--- src/sqpd_pkg.sv ---
`default_nettype none
package sqpd_pkg;
  localparam int ExpBits = 6;
  localparam int SecPerDay = 86400;

  typedef struct packed {
    logic        climate_present;
    logic        power_present;
    logic [14:0] raw_temp;
    logic        temp_invalid;
    logic [14:0] raw_hum;
    logic        hum_invalid;
    logic [14:0] raw_volt;
    logic [12:0] raw_current;
    logic [31:0] now_seconds;
    logic        time_valid;
  } in_item_t;

  typedef struct packed {
    logic [14:0] temp_out;
    logic [13:0] hum_out;
    logic [14:0] volt_out;
    logic [14:0] amp_out;
    logic [18:0] watt_out;
    logic [17:0] peak_out;
    logic [1:0]  error_bits;
  } out_item_t;

  typedef enum logic [2:0] {
    REG_TEMP_OFFSET = 3'd0,
    REG_HUM_OFFSET  = 3'd1,
    REG_GAIN        = 3'd2,
    REG_FLOOR       = 3'd3,
    REG_INITIAL     = 3'd4,
    REG_HALFLIFE    = 3'd5
  } reg_idx_t;

  typedef enum logic [3:0] {
    CMD_NONE, CMD_LOAD, CMD_AMP, CMD_PROD, CMD_WATT, CMD_DIV, CMD_EXP, CMD_SCALE,
    CMD_TRACK
  } cmd_t;

  typedef struct packed {
    cmd_t cmd;
  } dp_ctrl_t;

  typedef struct packed {
    logic step_done;
    logic need_decay;
  } dp_stat_t;

  function automatic logic [63:0] isqrt64(input logic [63:0] x);
    logic [63:0] v;
    logic [63:0] res;
    logic [63:0] b;
    begin
      v = x;
      res = '0;
      b = 64'd1 << 62;
      for (int i = 0; i < 32; i++) begin
        if (v >= res + b) begin
          v = v - (res + b);
          res = (res >> 1) + b;
        end else begin
          res = res >> 1;
        end
        b = b >> 2;
      end
      return res;
    end
  endfunction

  localparam logic [63:0] ExpC1  = isqrt64(64'd1 << 59);
  localparam logic [63:0] ExpC2  = isqrt64(ExpC1 << 30);
  localparam logic [63:0] ExpC3  = isqrt64(ExpC2 << 30);
  localparam logic [63:0] ExpC4  = isqrt64(ExpC3 << 30);
  localparam logic [63:0] ExpC5  = isqrt64(ExpC4 << 30);
  localparam logic [63:0] ExpC6  = isqrt64(ExpC5 << 30);
  localparam logic [63:0] ExpC7  = isqrt64(ExpC6 << 30);
  localparam logic [63:0] ExpC8  = isqrt64(ExpC7 << 30);
  localparam logic [63:0] ExpC9  = isqrt64(ExpC8 << 30);
  localparam logic [63:0] ExpC10 = isqrt64(ExpC9 << 30);

  // q30 constants 2^(-2^-k), k = 1..ExpBits
  function automatic logic [30:0] exp_const(input int k);
    logic [30:0] c;
    begin
      c = 31'd0;
      case (k)
        1:  c = ExpC1[30:0];
        2:  c = ExpC2[30:0];
        3:  c = ExpC3[30:0];
        4:  c = ExpC4[30:0];
        5:  c = ExpC5[30:0];
        6:  c = ExpC6[30:0];
        7:  c = ExpC7[30:0];
        8:  c = ExpC8[30:0];
        9:  c = ExpC9[30:0];
        10: c = ExpC10[30:0];
        default: c = 31'd1073741824;
      endcase
      return c;
    end
  endfunction
endpackage
`default_nettype wire

--- src/sqpd_ctrl.sv ---
`default_nettype none
module sqpd_ctrl (
  input  wire logic               clk,
  input  wire logic               rst,
  input  wire logic               in_valid,
  output logic                    in_ready,
  output logic                    out_valid,
  input  wire logic               out_ready,
  output sqpd_pkg::dp_ctrl_t      ctrl,
  input  wire sqpd_pkg::dp_stat_t stat
);
  import sqpd_pkg::*;

  typedef enum logic [3:0] {
    S_IDLE, S_AMP, S_PROD, S_WATT, S_DIV, S_EXP, S_SCALE, S_TRACK, S_OUT
  } state_t;

  state_t state;

  assign in_ready = (state == S_IDLE) || (state == S_OUT && out_ready);

  always_comb begin
    ctrl.cmd = CMD_NONE;
    unique case (state)
      S_IDLE:  if (in_valid) ctrl.cmd = CMD_LOAD;
      S_AMP:   ctrl.cmd = CMD_AMP;
      S_PROD:  ctrl.cmd = CMD_PROD;
      S_WATT:  ctrl.cmd = CMD_WATT;
      S_DIV:   ctrl.cmd = CMD_DIV;
      S_EXP:   ctrl.cmd = CMD_EXP;
      S_SCALE: ctrl.cmd = CMD_SCALE;
      S_TRACK: ctrl.cmd = CMD_TRACK;
      S_OUT:   if (out_ready && in_valid) ctrl.cmd = CMD_LOAD;
      default: ctrl.cmd = CMD_NONE;
    endcase
  end

  always_ff @(posedge clk) begin
    if (rst) begin
      state     <= S_IDLE;
      out_valid <= 1'b0;
    end else begin
      unique case (state)
        S_IDLE: if (in_valid) state <= S_AMP;
        S_AMP: state <= S_PROD;
        S_PROD: state <= S_WATT;
        S_WATT: state <= stat.need_decay ? S_DIV : S_TRACK;
        S_DIV: if (stat.step_done) state <= S_EXP;
        S_EXP: if (stat.step_done) state <= S_SCALE;
        S_SCALE: if (stat.step_done) state <= S_TRACK;
        S_TRACK: begin
          state     <= S_OUT;
          out_valid <= 1'b1;
        end
        S_OUT: if (out_ready) begin
          out_valid <= 1'b0;
          state     <= in_valid ? S_AMP : S_IDLE;
        end
        default: state <= S_IDLE;
      endcase
    end
  end
endmodule
`default_nettype wire

--- config.mk ---
export PLATFORM = sky130hd
export DESIGN_NAME = sqpd_ctrl
export DESIGN_NICKNAME = d
export VERILOG_FILES = /design/src/sqpd_pkg.sv /design/src/sqpd_ctrl.sv
export SDC_FILE = /design/constraint.sdc
export NUM_CORES = 1
export LEC_CHECK = 0
export BUFFER_PORTS_ARGS = -buffer_cell sky130_fd_sc_hd__buf_2
export CAP_MARGIN = 20
export CORE_AREA = 4 4 41 43
export DETAILED_ROUTE_END_ITERATION = 8
export DIE_AREA = 0 0 45 47
export SLEW_MARGIN = 20
export SYNTH_ARGS = -nofsm -noshare
export SYNTH_HDL_FRONTEND = slang
export SYNTH_SLANG_ARGS = --single-unit
--- constraint.sdc ---
create_clock -name clk -period 2.2 [get_ports clk]
set_input_delay 0.22 -clock clk [delete_from_list [all_inputs] [get_ports clk]]
set_output_delay 0.22 -clock clk [all_outputs]
set_load 0.03 [all_outputs]
==> results of run 1 <==
-- kinds of logic (layout without fill, tap and decap cells) --
family,after synthesis,count (layout)
xor gates and xnor gates,1,1
buffers and inverters,6,17
DFF,5,5
AOI/OAI and AO/OA,14,14
and+or+nand+nor,24,24
-- final cells by class --
| type | instances | area share (%) |
|---|---|---|
| sequential | 5 | 22.6 |
| inverter | 2 | 1.69 |
| tap | 15 | 4.24 |
| clock buffer | 4 | 5.93 |
| timing repair buffer | 11 | 12.4 |
| multi-input combinational | 39 | 53.1 |
-- routing by layer --
metal  GRT usage, %  up-vias  part of all wire [%]
met5              0        -                     0
met4           3.51        0                     0
met3           3.83        0                   6.8
met2           16.1       11                    47
met1           11.6      173                    46
li1               -      199                     -
-- flip-flops by register name, summed over array words and instances, names as in the netlist --
name and cells:
state 4, out_valid 1
-- power by group --
part	switching (mW)	total [mW]	internal, mW
registers	0.0169	0.114	0.0969
logic	0.0594	0.0966	0.0373
clock network	0.0366	0.105	0.0685
total	0.113	0.316	0.203
-- cell usage in the layout (no fill, tap or decap), drive strengths merged, types with 2 or more instances in the layout --
cell and count:
nor2 6, nand2 3, o21ai 2, dfxtp 5, a21oi 6, clkbuf 4, inv 2, nor3 5
nand3 2, nand2b 2, buf 11
-- worst max path at each step --
stage	to	slack, ns	start	cells past startpoint
3_5_place_dp	ctrl[2]	0.77	state[1]	4
6_report	ctrl[2]	0.55	state[1]	4
3_3_place_gp	ctrl[2]	0.81	state[0]	4
2_1_floorplan	ctrl[0]	0.55	state[1]	4
5_1_grt	ctrl[2]	0.39	state[1]	4
4_1_cts	ctrl[2]	0.52	state[1]	4
-- Yosys cell counts, drive strengths merged, types with 2 or more instances --
| cell type | n | area (um^2) |
|---|---|---|
| inv | 2 | 7.51 |
| nand3 | 2 | 10.0 |
| a21oi | 6 | 30.0 |
| nand2b | 2 | 12.5 |
| nor2 | 6 | 22.5 |
| o21ai | 2 | 10.0 |
| nand2 | 3 | 11.3 |
| dfxtp | 5 | 100 |
| buf | 4 | 31.3 |
| nor3 | 5 | 30.0 |
-- stage by stage --
| stage | setup slack [ns] | cells | utilization, % | hold WS [ns] | power (mW) |
|---|---|---|---|---|---|
| after global placement | 0.812 | 72 | 32.0 | 0.473 | 0.212 |
| after CTS | 0.519 | 76 | 34.0 | 0.216 | 0.322 |
| after global routing | 0.386 | 76 | 34.0 | 0.233 | 0.338 |
| after detailed placement | 0.772 | 72 | 32.0 | 0.468 | 0.213 |
| after floorplan | 0.552 | 50 | - | 0.289 | 0.192 |
| final | 0.547 | 76 | 34.0 | 0.225 | 0.316 |
==> metrics.yaml, run 1 <==
setup_path:
  critical-path-top-delay-family: "flip-flops"
  r2r_setup_slack_ns: 0.91
  r2r-start: "state[1]"
  critPathSlowestCell: "dfxtp_1"
  cp.arrival_ns: 1.43
  max_stage_delay_ns: 0.54
  path_buf_inv: 1
  crit_path_cell_trace: "nand2_1 -> xor2_1 -> nor2_1 -> buf_2"
  r2r_cells: 4
  path_class: "flip-flop to output pin"
  end_kind: "output pin"
  crit_required_ns: 1.98
  path_max_fanout: 12
  rr_endpoint: "state[0]"
  start_kind: "flip-flop"
global_routing:
  grt_pass1_wl_um: 1530
  gr-total-overflow: 0
  grt_max_degree: 15
  antenna_found_initial: 0
  track_usage_pct: 9.80
  grt_pass1_vias: 375
logic_synthesis:
  synth-main-ff-cell: "dfxtp_1"
  avgSynthCellArea_um2: 7.48
  synth-simple-area-share_pct: 36.5
  netlist_instances: 50
  synth_top_family_by_area: "simple AND/OR/NAND/NOR gates"
  synth_mux_area_share_pct: 0
  synthAdderAreaFrac_pct: 0
  synth_nets: 56
  async_flop_share_pct: 0
  ys_ff_latch: 5
  yosysSeqAreaShare_pct: 26.8
  ys_warn_count: 0
  synth_area_um2: 374
  synthXorXnorAreaFrac_pct: 2.34
  yosysUniqueCellTypes: 27
  synth_compound_area_share_pct: 24.1
  synth_edf_count: 0
floorplanning:
  die_width_um: 45
  ios: 12
  core_area_mm2: 0.00130
  rows: 13
  fp.dieArea_mm2: 0.00212
  die_h_um: 47
  start_util_pct: 28.8
place:
  place_area_um2: 417
  dpl.hpwl_um: 622
  place_congestion: 0.747
  port_buffers: 11
final_layout:
  n_fill_cell: 154
  nets: 68
  multiInputGateArea_um2: 235
  num_antenna_cells: 0
  drive_gt1_share_pct: 29.5
  fin_area_um2: 443
  ff_latch_area_um2: 100
  area_growth_pct: 18.4
routing:
  wl_per_cell_um: 11.1
  ant_nets: 0
  drcViolationCount: 0
  finalWirelength_um: 843
  vias: 383
  vias_per_cell: 5.04
  drt_first_pass_iters: 2
  drt_iter0_markers: 1
clock_tree:
  htreeDepth: 1
  cts.sinks: 5
  post_cts_resized: 0
  postCtsSetupBuffers: 0
  postCtsHoldBufs: 0
  clockBufferDepth: 2
  clockRootBuffer: "clkbuf_4"
  cts_made_buffers: 3
  cts_tree: "done"
  clk-insertion-delay-late_ns: 0.24
  clkSlewWorstSetupHoldPaths_ns: 0.04
min_path:
  hold_depth: 2
  min_delay_worst_endpoint: "state[0]"
  worstHoldStart: "rst"
  min_path_type: "input pin to flip-flop"
timing:
  period_share_pct: 75.1
  clock-skew-final_ns: 0.00216
  slew_viol_final: 0
  setup_viol: 0
  finalHoldViolCount: 0
  rsz0062_at_grt: "no"
  min_period_ns: 1.65
  fin_tns_setup_ns: 0
  maxSlewHeadroom_pct: 67.4
  worstMarginPinSlew_ns: 0.489
  clock.fmax_mhz: 605
run_status:
  status: "finished, final reports clean"
power:
  ir_drop_v: 0.000289
  p_leak_nw: 0.189
  power_density_mw_per_mm2: 712
flow_run:
  maxCapViolCount: 0
(Power assumes the default switching activity.)
==> inputs of run 2 (changes only) <==
==> constraint.sdc (replaced) <==
create_clock -name clk -period 1.4 [get_ports clk]
set_input_delay 0.14 -clock clk [delete_from_list [all_inputs] [get_ports clk]]
set_output_delay 0.14 -clock clk [all_outputs]
set_load 0.03 [all_outputs]
==> run 2 against run 1 <==
Compared with the run above:
- final area up 28%
- largest cell class unchanged
- register-to-register slack got worse by 0.73 ns
- global-route usage rose by 1.6 points
- die area did not move
- critical endpoint is now ctrl[0]
- clock-buffer cell count did not move
- wire length is 28% higher
- critical path depth did not move
- cell count grew 7.9%
- via count is 14% higher
- clock power grew 73%
- non-clock buffer count grew 6
- largest power group is now combinational cells
- critical path type unchanged
==> metrics.yaml, run 2 (same netlist as run 1, synthesis figures left out) <==
run_status:
  status: "finished, final reports clean"
final_layout:
  top_regs: "state (4), out_valid (1)"
  drive_gt1_share_pct: 52.2  # +23 points
  n_fill_cell: 149  # -3.2%
  area_growth_pct: 51.5
  nets: 74  # +8.8%
  multiInputGateArea_um2: 278  # +18%
  ff_latch_area_um2: 113  # +13%
  fin_util_pct: 43.6  # +9.5 points
  layout_commonest_cell: "buf_4"
  regMostFlops: "state"
  layout_common_cells: "8 x buf_4, 6 x buf_2, 5 x nor2_1, 5 x a21oi_1, 4 x nor3_1"
  largest_reg_flops: 4  # unchanged
  num_antenna_cells: 0  # unchanged
timing:
  min_period_ns: 1.37
  fin_tns_setup_ns: 0  # unchanged
  slew_viol_final: 0  # unchanged
  clock-skew-final_ns: 0.00217  # +0.00000397 ns
  setup_viol: 0  # unchanged
  worstMarginPinSlew_ns: 0.272  # -0.216 ns
  period_share_pct: 98.1
  finalHoldViolCount: 0  # unchanged
  maxSlewHeadroom_pct: 81.6  # +14 points
  clock.fmax_mhz: 728
  finalWorstSetupSlack_ns: 0.0263  # -0.521 ns
routing:
  drt_first_pass_iters: 4  # +2
  wl_per_cell_um: 13.2  # +19%
  vias: 435  # +14%
  drcViolationCount: 0  # unchanged
  finalWirelength_um: 1080  # +28%
  vias_per_cell: 5.30  # +5.3%
  drt_iter0_markers: 11  # +10
  ant_nets: 0  # unchanged
setup_path:
  critical-path-top-delay-family: "flip-flops"
  r2r_cells: 4  # unchanged
  path_max_fanout: 11  # -1
  crit_path_cell_trace: "nor2_2 -> nand2_1 -> a211oi_2 -> buf_4"
  r2r-start: "state[1]"
  r2r_setup_slack_ns: 0.18  # -0.73 ns
  cp-endpoint: "ctrl[0]"
  rr_endpoint: "state[0]"
  cp.arrival_ns: 1.23  # -0.20 ns
  path_buf_inv: 1  # unchanged
  start_kind: "flip-flop"
  crit_required_ns: 1.26  # -0.72 ns
  critPathSlowestCell: "dfxtp_4"
  max_stage_delay_ns: 0.39  # -0.15 ns
  path_class: "flip-flop to output pin"
  end_kind: "output pin"
  cp-startpoint: "state[2]"
  worst-path-stages: 4  # unchanged
place:
  dp_worst_setup_slack_ns: 0.155  # -0.617 ns
  dpl.hpwl_um: 666  # +7.1%
  place_congestion: 0.765  # +2.3%
  port_buffers: 11  # unchanged
global_routing:
  antenna_found_initial: 0  # unchanged
  gr-total-overflow: 0  # unchanged
  grt_pass1_wl_um: 1700  # +11%
  grt_pass1_vias: 403  # +7.5%
  track_usage_pct: 11.4  # +1.6 points
  grt_max_degree: 13  # -2
floorplanning:
  core_area_mm2: 0.00130  # unchanged
  fp.dieArea_mm2: 0.00212  # unchanged
  rows: 13  # unchanged
  ios: 12  # unchanged
  start_util_pct: 28.8  # unchanged
  die_width_um: 45  # unchanged
  die_h_um: 47  # unchanged
clock_tree:
  cts_tree: "done"
  clockBufferDepth: 2  # unchanged
  clockRootBuffer: "clkbuf_4"
  htreeDepth: 1  # unchanged
  clk-insertion-delay-late_ns: 0.25  # about the same
  clkSlewWorstSetupHoldPaths_ns: 0.05  # about the same
  cts_made_buffers: 3  # unchanged
  cts.sinks: 5  # unchanged
min_path:
  hold_depth: 2  # unchanged
  min_path_type: "input pin to flip-flop"
power:
  ir_drop_v: 0.000424  # +47%
  total_power_uw: 611  # +94%
  p_leak_nw: 0.247  # +30%
  power_density_mw_per_mm2: 1080  # +51%
flow_run:
  maxCapViolCount: 0  # unchanged
## run 2: cell types whose count changed in the layout (fill, tap and decap cells not counted), sizes merged
cell,before,now
buf,11,17
## run 2: worst min path at each step
| stage | startpoint | endpoint | slack (ns) |
|---|---|---|---|
| detailed placement | rst | state[0] | 0.40 |
| floorplan | rst | state[0] | 0.21 |
| global placement | rst | state[0] | 0.40 |
| finish | rst | state[0] | 0.13 |
| CTS | rst | state[0] | 0.13 |
| global route | rst | state[0] | 0.14 |
## run 2: cell type report
cell class / instances / share of cell area, %
clock buffers: 4 / 4.64
inverters: 2 / 1.32
multi-input cells: 39 / 49.0
flip-flops and latches: 5 / 19.9
well taps: 15 / 3.31
repair buffers: 17 / 21.9
## run 2: timing repair
item	in CTS	in global routing
gates resized for setup	12	12
pin swaps	0	2
setup endpoints to repair	5	5
setup buffers	0	3
hold buffers	0	0
## run 2: metal layers
metal | part of all wire, % | wire length [um] | vias up | GRT usage (%)
li1 | - | - | 213 | -
met1 | 43 | 464 | 208 | 13.7
met2 | 50 | 543 | 12 | 17.5
met3 | 4.9 | 53 | 2 | 3.83
met4 | 1.9 | 21 | 0 | 7.02
met5 | 0 | 0 | - | 0
## run 2: metrics by stage
step | instances | hold slack, ns | cell area, um^2
3_5_place_dp | 75 | 0.397 | 444
6_report | 82 | 0.129 | 567
2_1_floorplan | 50 | 0.209 | 379
5_1_grt | 82 | 0.142 | 567
3_3_place_gp | 75 | 0.397 | 444
4_1_cts | 79 | 0.127 | 503
## run 2: where the power goes
part	leakage, nW	switching, mW	internal (mW)
clock	0.0150	0.0735	0.109
combinational	0.188	0.123	0.128
sequential	0.0433	0.0243	0.154
total	0.247	0.220	0.391
